**config.mk**
```make
export PLATFORM = sky130hd
export DESIGN_NAME = mep_ctrl
export DESIGN_NICKNAME = d
export VERILOG_FILES = /design/src/rtl/mep_pkg.sv /design/src/rtl/mep_ctrl.sv
export SDC_FILE = /design/constraint.sdc
export NUM_CORES = 1
export LEC_CHECK = 0
export BUFFER_PORTS_ARGS = -buffer_cell sky130_fd_sc_hd__buf_4
export CAP_MARGIN = 20
export CORE_MARGIN = 2
export CORE_UTILIZATION = 50
export CTS_CLUSTER_DIAMETER = 40
export DETAILED_ROUTE_END_ITERATION = 12
export PLACE_DENSITY_LB_ADDON = 0.3
export SETUP_SLACK_MARGIN = 0.3
export SLEW_MARGIN = 20
export SYNTH_ARGS = -nofsm -noshare
export SYNTH_HDL_FRONTEND = slang
export SYNTH_SLANG_ARGS = --single-unit
export TNS_END_PERCENT = 5
```
**constraint.sdc**
```tcl
create_clock -name clk -period 2.4 [get_ports clk]
set_clock_uncertainty 0.2 [all_clocks]
set_input_delay 0.48 -clock clk [delete_from_list [all_inputs] [get_ports clk]]
set_output_delay 0.48 -clock clk [all_outputs]
set_load 0.01 [all_outputs]
```
**src/rtl/mep_pkg.sv**
```systemverilog
// Shared types, constants and arithmetic helpers for the Mandelbrot escape-time pixel.
package mep_pkg;

  // Number format and counter widths.
  localparam int NUM_WIDTH  = 32;
  localparam int ITER_BITS  = 13;
  localparam int FRAC_BITS  = NUM_WIDTH - 4;
  localparam int OFF_W      = 15;
  localparam int STEP_W     = 32;
  localparam int STEP_FRAC  = 30;
  localparam int SHADE_W    = 8;
  localparam int CNT_W      = ITER_BITS + 1;
  localparam int ROM_SIZE   = 1 << ITER_BITS;
  localparam int ROM_FRAC   = 56;

  // Configuration register indexes.
  localparam logic REG_MAX_ITER   = 1'b0;
  localparam logic REG_PIXEL_STEP = 1'b1;

  // Shared multiplier operands are wide enough for a coordinate or the step.
  localparam int MUL_W      = ((NUM_WIDTH > STEP_W) ? NUM_WIDTH : STEP_W) + 1;
  localparam int PROD_W     = 2 * MUL_W;
  localparam int SQ_W       = 2 * NUM_WIDTH;
  localparam int CP_W       = OFF_W + STEP_W + 1;
  localparam int WIDE_W     = 2 * NUM_WIDTH + 2;

  // Alignment of the offset-times-step product to the coordinate format.
  localparam int C_LSH      = (FRAC_BITS >= STEP_FRAC) ? FRAC_BITS - STEP_FRAC : 0;
  localparam int C_RSH      = (FRAC_BITS >= STEP_FRAC) ? 0 : STEP_FRAC - FRAC_BITS;

  // Terms of the truncated series of exp(-0.01); each is the one before over 100*k.
  localparam logic [63:0] EXP_ONE   = 64'd1 << ROM_FRAC;
  localparam logic [63:0] EXP_T1    = EXP_ONE / 64'd100;
  localparam logic [63:0] EXP_T2    = EXP_T1 / 64'd200;
  localparam logic [63:0] EXP_T3    = EXP_T2 / 64'd300;
  localparam logic [63:0] EXP_T4    = EXP_T3 / 64'd400;
  localparam logic [63:0] EXP_T5    = EXP_T4 / 64'd500;
  localparam logic [63:0] EXP_T6    = EXP_T5 / 64'd600;
  localparam logic [63:0] EXP_T7    = EXP_T6 / 64'd700;
  localparam logic [63:0] EXP_T8    = EXP_T7 / 64'd800;
  localparam logic [63:0] EXP_T9    = EXP_T8 / 64'd900;
  localparam logic [63:0] EXP_T10   = EXP_T9 / 64'd1000;
  localparam logic [63:0] EXP_T11   = EXP_T10 / 64'd1100;
  localparam logic [63:0] EXP_T12   = EXP_T11 / 64'd1200;
  localparam logic [63:0] EXP_RATIO = EXP_ONE - EXP_T1 + EXP_T2 - EXP_T3 + EXP_T4 - EXP_T5
                                      + EXP_T6 - EXP_T7 + EXP_T8 - EXP_T9 + EXP_T10
                                      - EXP_T11 + EXP_T12;

  typedef logic signed [NUM_WIDTH-1:0] num_t;
  typedef logic signed [SQ_W-1:0]      sq_t;
  typedef logic signed [CP_W-1:0]      cprod_t;
  typedef logic signed [WIDE_W-1:0]    wide_t;
  typedef logic signed [MUL_W-1:0]     mul_in_t;
  typedef logic signed [PROD_W-1:0]    prod_t;
  typedef logic [CNT_W-1:0]            cnt_t;
  typedef logic [ITER_BITS-1:0]        iter_t;
  typedef logic [STEP_W-1:0]           step_t;
  typedef logic signed [OFF_W-1:0]     off_t;
  typedef logic [SHADE_W-1:0]          shade_t;
  typedef logic [ROM_SIZE-1:0][SHADE_W-1:0] shade_tbl_t;

  localparam wide_t WIDE_NUM_MAX = wide_t'({1'b0, {(NUM_WIDTH-1){1'b1}}});
  localparam wide_t WIDE_NUM_MIN = -WIDE_NUM_MAX - wide_t'(1);
  localparam num_t  NEG_HALF     = -num_t'({1'b0, {(NUM_WIDTH-1){1'b0}}} | (num_t'(1) << (FRAC_BITS-1)));
  localparam logic [SQ_W:0] ESC_BOUND = (SQ_W+1)'(1) << (2*FRAC_BITS + 2);

  // Multiplier operand pairs; the step products share cprod, the cross products xp.
  typedef enum logic [2:0] {
    MUL_COL_STEP,
    MUL_ROW_STEP,
    MUL_ZR_ZR,
    MUL_ZI_ZI,
    MUL_ZR_ZI,
    MUL_TR_TR,
    MUL_TI_TI,
    MUL_TR_TI
  } mul_op_t;

  // Commands from the controller to the datapath.
  typedef struct packed {
    logic    load;
    logic    mul_en;
    mul_op_t mul_op;
    logic    set_cr;
    logic    set_ci;
    logic    upd_z;
    logic    upd_t;
    logic    rom_rd;
    logic    out_load;
    logic    out_hit;
    cnt_t    count;
  } cmd_t;

  // Status from the datapath to the controller.
  typedef struct packed {
    logic escape;
    logic match;
    logic out_free;
  } status_t;

  // Clamp a wide signed value to the coordinate range.
  function automatic num_t sat_num(input wide_t v);
    num_t r;
    if (v > WIDE_NUM_MAX) begin
      r = WIDE_NUM_MAX[NUM_WIDTH-1:0];
    end else if (v < WIDE_NUM_MIN) begin
      r = WIDE_NUM_MIN[NUM_WIDTH-1:0];
    end else begin
      r = v[NUM_WIDTH-1:0];
    end
    return r;
  endfunction

  // Saturating add of two coordinates.
  function automatic num_t sat_add(input num_t a, input num_t b);
    wide_t s;
    s = wide_t'(a) + wide_t'(b);
    return sat_num(s);
  endfunction

  // Real part of z^2 + c from the two squares, floored and saturated.
  function automatic num_t next_re(input sq_t sr, input sq_t si, input num_t c);
    wide_t d;
    d = wide_t'(sr) - wide_t'(si);
    return sat_add(sat_num(d >>> FRAC_BITS), c);
  endfunction

  // Imaginary part of z^2 + c from the cross product (doubled by the shift).
  function automatic num_t next_im(input sq_t x, input num_t c);
    wide_t w;
    w = wide_t'(x);
    return sat_add(sat_num(w >>> (FRAC_BITS-1)), c);
  endfunction

  // Coordinate from offset times step, floored and saturated.
  function automatic num_t make_c(input cprod_t p);
    wide_t w;
    w = wide_t'(p);
    w = (w <<< C_LSH) >>> C_RSH;
    return sat_num(w);
  endfunction

  // Shade table: 255 - 255*exp(-0.01 n), rounded as the integer recurrence does.
  function automatic shade_tbl_t build_shade_tbl();
    shade_tbl_t    tbl;
    logic [63:0]   p;
    logic [63:0]   y;
    logic [63:0]   up;
    logic [127:0]  q;
    int            n;
    p      = EXP_ONE;
    tbl[0] = '0;
    for (n = 1; n < ROM_SIZE; n++) begin
      q  = {64'd0, p} * {64'd0, EXP_RATIO};
      p  = q[ROM_FRAC+63:ROM_FRAC];
      y  = 64'd255 * p;
      up = (y + ((64'd1 << ROM_FRAC) - 64'd1)) >> ROM_FRAC;
      if (up > 64'd255) begin
        up = 64'd255;
      end
      tbl[n] = SHADE_W'(64'd255 - up);
    end
    return tbl;
  endfunction

  localparam shade_tbl_t SHADE_TBL = build_shade_tbl();

endpackage

```
**src/rtl/mep_ctrl.sv**
```systemverilog
// Controller: sequences one pixel through setup, paired orbit steps and the tortoise step.
module mep_ctrl (
  input  logic              clk,
  input  logic              rst,
  input  logic              in_valid,
  output logic              in_ready,
  input  mep_pkg::iter_t    max_iterations,
  input  mep_pkg::status_t  status,
  output mep_pkg::cmd_t     cmd
);

  typedef enum logic [4:0] {
    S_IDLE,
    S_C_COL,
    S_C_ROW,
    S_C_IM,
    S_LOOP,
    S_Z_X,
    S_Z_UPD,
    S_Z_RR,
    S_Z_II,
    S_Z_ESC,
    S_T_RR,
    S_T_II,
    S_T_X,
    S_T_UPD,
    S_T_CMP,
    S_ROM,
    S_OUT
  } state_t;

  state_t        state;
  mep_pkg::cnt_t iter;
  logic          second;
  logic          hit;

  assign in_ready = (state == S_IDLE);

  // State, step count, pair phase and escape flag.
  always_ff @(posedge clk) begin
    if (rst) begin
      state  <= S_IDLE;
      iter   <= mep_pkg::cnt_t'(1);
      second <= 1'b0;
      hit    <= 1'b0;
    end else begin
      unique case (state)
        S_IDLE: begin
          if (in_valid) begin
            state  <= S_C_COL;
            iter   <= mep_pkg::cnt_t'(1);
            second <= 1'b0;
            hit    <= 1'b0;
          end
        end
        S_C_COL: state <= S_C_ROW;
        S_C_ROW: state <= S_C_IM;
        S_C_IM:  state <= S_LOOP;
        S_LOOP: begin
          if (iter < mep_pkg::cnt_t'(max_iterations)) begin
            state <= S_Z_X;
          end else begin
            state <= S_OUT;
          end
        end
        S_Z_X:   state <= S_Z_UPD;
        S_Z_UPD: state <= S_Z_RR;
        S_Z_RR:  state <= S_Z_II;
        S_Z_II:  state <= S_Z_ESC;
        S_Z_ESC: begin
          if (status.escape) begin
            hit   <= 1'b1;
            state <= S_ROM;
          end else begin
            iter <= iter + mep_pkg::cnt_t'(1);
            if (!second) begin
              second <= 1'b1;
              state  <= S_Z_X;
            end else begin
              second <= 1'b0;
              state  <= S_T_RR;
            end
          end
        end
        S_T_RR:  state <= S_T_II;
        S_T_II:  state <= S_T_X;
        S_T_X:   state <= S_T_UPD;
        S_T_UPD: state <= S_T_CMP;
        S_T_CMP: begin
          if (status.match) begin
            state <= S_OUT;
          end else begin
            state <= S_LOOP;
          end
        end
        S_ROM: state <= S_OUT;
        S_OUT: begin
          if (status.out_free) begin
            state <= S_IDLE;
          end
        end
        default: state <= S_IDLE;
      endcase
    end
  end

  // Command decode.
  always_comb begin
    cmd          = '0;
    cmd.mul_op   = mep_pkg::MUL_COL_STEP;
    cmd.count    = iter;
    cmd.out_hit  = hit;
    cmd.load     = (state == S_IDLE) && in_valid;
    unique case (state)
      S_C_COL: begin
        cmd.mul_en = 1'b1;
        cmd.mul_op = mep_pkg::MUL_COL_STEP;
      end
      S_C_ROW: begin
        cmd.mul_en = 1'b1;
        cmd.mul_op = mep_pkg::MUL_ROW_STEP;
        cmd.set_cr = 1'b1;
      end
      S_C_IM:  cmd.set_ci = 1'b1;
      S_Z_X: begin
        cmd.mul_en = 1'b1;
        cmd.mul_op = mep_pkg::MUL_ZR_ZI;
      end
      S_Z_UPD: cmd.upd_z = 1'b1;
      S_Z_RR: begin
        cmd.mul_en = 1'b1;
        cmd.mul_op = mep_pkg::MUL_ZR_ZR;
      end
      S_Z_II: begin
        cmd.mul_en = 1'b1;
        cmd.mul_op = mep_pkg::MUL_ZI_ZI;
      end
      S_T_RR: begin
        cmd.mul_en = 1'b1;
        cmd.mul_op = mep_pkg::MUL_TR_TR;
      end
      S_T_II: begin
        cmd.mul_en = 1'b1;
        cmd.mul_op = mep_pkg::MUL_TI_TI;
      end
      S_T_X: begin
        cmd.mul_en = 1'b1;
        cmd.mul_op = mep_pkg::MUL_TR_TI;
      end
      S_T_UPD: cmd.upd_t = 1'b1;
      S_ROM:   cmd.rom_rd = 1'b1;
      S_OUT:   cmd.out_load = status.out_free;
      default: cmd.load = cmd.load;
    endcase
  end

`ifndef SYNTHESIS
  // An accepted pixel always starts with the column product.
  a_load_start: assert property (@(posedge clk) disable iff (rst)
    cmd.load |=> (state == S_C_COL))
    else $error("pixel transaction did not start the setup sequence");

  // An escape seen after a step goes straight to the shade lookup.
  a_escape_path: assert property (@(posedge clk) disable iff (rst)
    (state == S_Z_ESC && status.escape) |=> (state == S_ROM && hit))
    else $error("escape did not lead to the shade lookup");

  // A reported escape carries a count inside the table range.
  a_hit_count: assert property (@(posedge clk) disable iff (rst)
    (cmd.out_load && hit) |->
      (iter != '0 && iter < mep_pkg::cnt_t'(mep_pkg::ROM_SIZE)))
    else $error("escape count out of range");
`endif

endmodule

```
## Yosys cells after proc, flatten, opt, wreduce, memory -nomap -nowiden

Index checks and enable logic that the tools add are counted.

| storage, ports and cells | value |
|---|---|
| bits in registers | 21 |
| output and inout bits | 27 |
| word-level logic and storage cells | 55 |

| cells by class | value |
|---|---|
| add/sub/neg operators | 1 |
| $lt $le $gt $ge | 1 |
| equal/unequal tests | 20 |
| multiplexer cells | 23 |
| reductions and logical operators | 6 |

Operator list:

| cell | count |
|---|---|
| one-hot mux 5 bit (17 select lines) | 1 |
| equality test 5 x 4 -> 1 bit (second input constant) | 8 |
| one-hot mux 4 bit (8 select lines) | 1 |
| 2-to-1 mux 14 bit | 2 |
| one-hot mux 14 bit (2 select lines) | 1 |
| equality test 5 x 3 -> 1 bit (second input constant) | 4 |
| 2-to-1 mux 5 bit | 4 |
| adder 14 x 1 -> 14 bit (second input constant) | 1 |
| < comparator 14 x 13 -> 1 bit | 1 |
| equality test 5 x 2 -> 1 bit (second input constant) | 2 |
| 2-to-1 mux 1 bit | 10 |
| 2-to-1 mux 4 bit | 2 |
| != test 2 bit (second input constant) | 4 |
| AND reduction 3 bit | 2 |
| equality test 5 x 1 -> 1 bit (second input constant) | 1 |
| equality test 5 bit (second input constant) | 1 |
| zero test 5 bit | 1 |
| one-hot mux 1 bit (2 select lines) | 2 |
| AND reduction 2 bit | 1 |
| nonzero test 2 bit | 1 |
| logical AND 1 bit | 1 |

## Longest topological paths before layout

| logic depth | value |
|---|---|
| word-level depth | 3 |
| depth in mapped cells | 7 |
| depth with buffers taken out | 7 |

## Worst setup path before layout

OpenSTA, ideal clock, no wires.

| timing path | value |
|---|---|
| path kind | input to register |
| from | input max_iterations[12] |
| to | register state[0] |
| arrival | 1.853 ns |
| required time | 2.113 ns |
| slack | 0.260 ns |
| stages on the path | 7 |
| path buffers | 0 |
| cells stage by stage | inv_1 -> ha_1 -> and4b_1 -> a211o_1 -> a221o_1 -> a21o_1 -> o31ai_1 |

| between the ends | value |
|---|---|
| cells in the longest elaborated chain, start to end | 3 |

Ends and longest elaborated chain:

| item | RTL line | text |
|---|---|---|
| start: declaration | mep_ctrl.sv:7 | `input mep_pkg::iter_t max_iterations,` |
| < comparator 14 x 13 -> 1 bit | mep_ctrl.sv:60 | `if (iter < mep_pkg::cnt_t'(max_iterations)) begin` |
| 2-to-1 mux 5 bit | mep_ctrl.sv:60 |  |
| one-hot mux 5 bit (17 select lines) | mep_ctrl.sv:47 | `unique case (state)` |
| end signal: assignment | mep_ctrl.sv:50 | `state <= S_C_COL;` |
| end signal: assignment | mep_ctrl.sv:61 | `state <= S_Z_X;` |
| end signal: assignment | mep_ctrl.sv:63 | `state <= S_OUT;` |
| end: declaration | mep_ctrl.sv:32 | `state_t state;` |

Every way passes these cells.
A chain may end at the register's enable or synchronous reset.

==> run_results.csv <==
group,metric,value,unit
setup_path,crit_path_end_kind,"primary output",
clock_network,cts_sinks,21,
sta,drv_slew,0,
synthesis,synth_top_family_by_area,"simple AND/OR/NAND/NOR gates",
pwr,power.density,444,nW/um^2
grt,grt_max_degree,13,
worst_hold_path,hold-path-cell-count,2,
cells_and_area,drive_gt1_frac,0.404,
route,drc,0,
route,firstDrtPassIters,4,
die,start_util,0.511,
worst_hold_path,hold_class,"input port to register",
die,io_pins,46,
setup_path,crit_chain,"buf_6, nand2_1, o21ai_0, nor3_1, buf_4",
clock_network,cts_buffers,3,
cells_and_area,nFillCells,259,
outcome,status,"finished clean",
setup_path,critical_path_class,"register to primary output",
sta,rsz0062_at_grt,"true",
synthesis,synth_async_sr_flop_share,0,
sta,post-route-period-util,0.895,
setup_path,required,1.72,ns
clock_network,hold_buffers,0,
clock_network,clockRootBuffer,"clkbuf_4",
grt,grt_usage,0.231,
sta,setup_viol,0,
synthesis,post_synth_xor_area_fraction,0.0679,
synthesis,synth_warnings,0,
synthesis,synth.distinct_cells,52,
place,port_buffers,45,
sta,setup_tns,0,ns
route,postRouteAntennaNets,0,
die,die_w,61.9,um
setup_path,cp.arrival,1.47,ns
route,viasPerCell,5.58,
setup_path,cpPeakStageDelay,0.38,ns
cells_and_area,finalNetCount,303,
place,hpwl,3080,um
sta,hold_viol,0,
synthesis,synth_edf_count,0,
cells_and_area,area_delta_synth_final,42.5,%
clock_network,clock_latency,0.32,ns
setup_path,path_max_fanout,7,
setup_path,slowest_stage,"dfxtp_4",
clock_network,cts_tree,"yes",
die,die_y,61.9,um
grt,grt_overflow,0,
cells_and_area,antennaDiodeCount,0,
synthesis,synthMuxAreaShare,0.0127,
synthesis,syn-instance-count,209,
synthesis,ys_ff_latch,21,
synthesis,synth-compound-area-share,0.243,
synthesis,synthAdderAreaFrac,0.0969,
route,wl_per_cell,14.1,um
clock_network,clk_pin_slew_worst_paths,0.13,ns
clock_network,ctsHtreeMaxLevel,1,
pwr,p_leak,1.05,nW
grt,antenna_found_initial,0,
setup_path,critPathBufInv,2,
setup_path,rr_worst_depth,5,
sta,maxSlewHeadroom,0.559,
synthesis,synth-main-ff-cell,"dfxtp_1",
route,dr_total_vias,1762,
grt,grt_pass1_vias,1498,
sta,hold_slack,0.179,ns
die,rows,21,
route,wirelength,4460,um
setup_path,cp_num_cells,5,
clock_network,cts_buffer_depth,2,
synthesis,synth_fp_nets,241,
job,maxCapViolCount,0,
grt,grt_pass1_wl,6690,um
sta,max_slew.worst_pin.slew,0.660,ns
synthesis,ys_seq_area_frac,0.251,
synthesis,syn_area_per_cell,8.03,sq um
die,core,3280,sq um
synthesis,yosys.area_share.simple,0.247,
sta,max_freq,0.466,GHz
route,drt_first_iter_violations,178,
die,dieArea,3840,sq um
synthesis,syn_area,1680,sq um
place,place.gp.congestion,0.821,
setup_path,crit_family,"flip-flops",
sta,min_period,2.15,ns
setup_path,start_kind,"register",
pwr,peakVddDrop,0.285,mV
layer usage:
layer,up-vias,GRT usage,part of all wire
li1,879,-,-
met1,822,0.303,0.43
met2,57,0.403,0.51
met3,4,0.0393,0.046
met4,0,0.0365,0.0076
met5,-,0,0
report_power, final:
group / total, mW / switching, mW / internal (mW)
combinational: 0.507 / 0.262 / 0.245
clock: 0.179 / 0.117 / 0.0625
sequential: 0.375 / 0.0119 / 0.363
state kept, by name (all words and copies together), names as in the netlist:
name    count
state       5
iter       14
hit         1
second      1
layout make-up:
type,count,area [sq um],share of cell area
clock buffers,3,22.5,0.00942
clock inverters,1,5.00,0.00209
inverters,20,80.1,0.0335
multi-input cells,156,1250,0.523
flip-flops and latches,21,434,0.182
well taps,46,57.6,0.0241
repair buffers,69,541,0.226
logic make-up (layout without fill, tap and decap cells):
group | Yosys count | count (layout)
compound gates | 53 | 53
xor+xnor | 13 | 13
flops | 21 | 21
simple gates | 75 | 75
buf+inv | 32 | 93
mux | 2 | 2
fa+ha+maj | 13 | 13
cells in the mapped netlist, types with 2 or more instances:
| master | count | area, sq um |
|---|---|---|
| a21o_1 | 5 | 37.5 |
| clkbuf_1 | 5 | 18.8 |
| inv_1 | 19 | 71.3 |
| nor2_2 | 5 | 31.3 |
| ha_1 | 13 | 163 |
| dfxtp_1 | 21 | 420 |
| nand2_1 | 9 | 33.8 |
| a211o_1 | 2 | 17.5 |
| a211oi_1 | 4 | 30.0 |
| nor3_1 | 3 | 15.0 |
| nand2b_1 | 4 | 25.0 |
| o21ai_1 | 3 | 15.0 |
| nor2_1 | 21 | 78.8 |
| xnor2_1 | 9 | 78.8 |
| o31ai_1 | 2 | 15.0 |
| nand3_1 | 8 | 40.0 |
| nand4_1 | 3 | 18.8 |
| and3_1 | 4 | 25.0 |
| nor2b_1 | 3 | 18.8 |
| a21oi_1 | 14 | 70.1 |
| or4_1 | 2 | 15.0 |
| and4_1 | 2 | 17.5 |
| a2111oi_2 | 5 | 75.1 |
| o21ai_0 | 7 | 35.0 |
| buf_4 | 4 | 30.0 |
| nor4_1 | 2 | 12.5 |
| a32oi_1 | 2 | 17.5 |
| xor2_1 | 4 | 35.0 |
layout by cell type (no fill, tap or decap), types with 2 or more instances in the layout:
master | netlist | routed
a2111oi_4 | 1 | 5
a211o_1 | 2 | 2
a211oi_1 | 4 | 4
a21o_1 | 5 | 5
a21oi_1 | 14 | 14
a32oi_1 | 2 | 2
and3_1 | 4 | 4
and4_1 | 2 | 2
buf_4 | 4 | 63
buf_6 | 0 | 6
clkbuf_4 | 0 | 3
dfxtp_1 | 21 | 14
dfxtp_2 | 0 | 5
dfxtp_4 | 0 | 2
ha_1 | 13 | 10
ha_4 | 0 | 3
inv_1 | 19 | 15
inv_2 | 1 | 4
nand2_1 | 9 | 9
nand2b_1 | 4 | 3
nand3_1 | 8 | 7
nand3_2 | 1 | 2
nand4_1 | 3 | 3
nor2_1 | 21 | 20
nor2_2 | 5 | 5
nor2b_1 | 3 | 2
nor3_1 | 3 | 3
o21ai_0 | 7 | 7
o21ai_1 | 3 | 3
o31ai_1 | 2 | 2
xnor2_1 | 9 | 9
xor2_1 | 4 | 4
stage by stage:
stage	utilization	total power [mW]	instances	area (sq um)	setup WS, ns
after floorplan	-	0.629	209	1720	0.309
after global placement	0.656	0.767	302	2150	0.125
after detailed placement	0.656	0.772	302	2150	0.123
after CTS	0.688	0.990	311	2260	0.291
after global routing	0.728	1.12	316	2390	0.165
final	0.728	1.06	316	2390	0.253
worst paths after layout:
kind,from,to,slack (ns)
setup / recovery,state[1]$_SDFFE_PP0P_,cmd[21],0.25
hold / removal,rst,state[1]$_SDFFE_PP0P_,0.18
setup reg to reg,state[1]$_SDFFE_PP0P_,iter[3]$_SDFFE_PP0P_,0.29
hold reg to reg,hit$_SDFFE_PP0P_,hit$_SDFFE_PP0P_,0.30
timing repair:
action                     in CTS  in global routing
setup endpoints to repair      12                 20
setup buffers                   5                  5
pin swaps                       1                  7
resized for setup              10                 20
No activity file was read; power rests on OpenSTA's default activity.
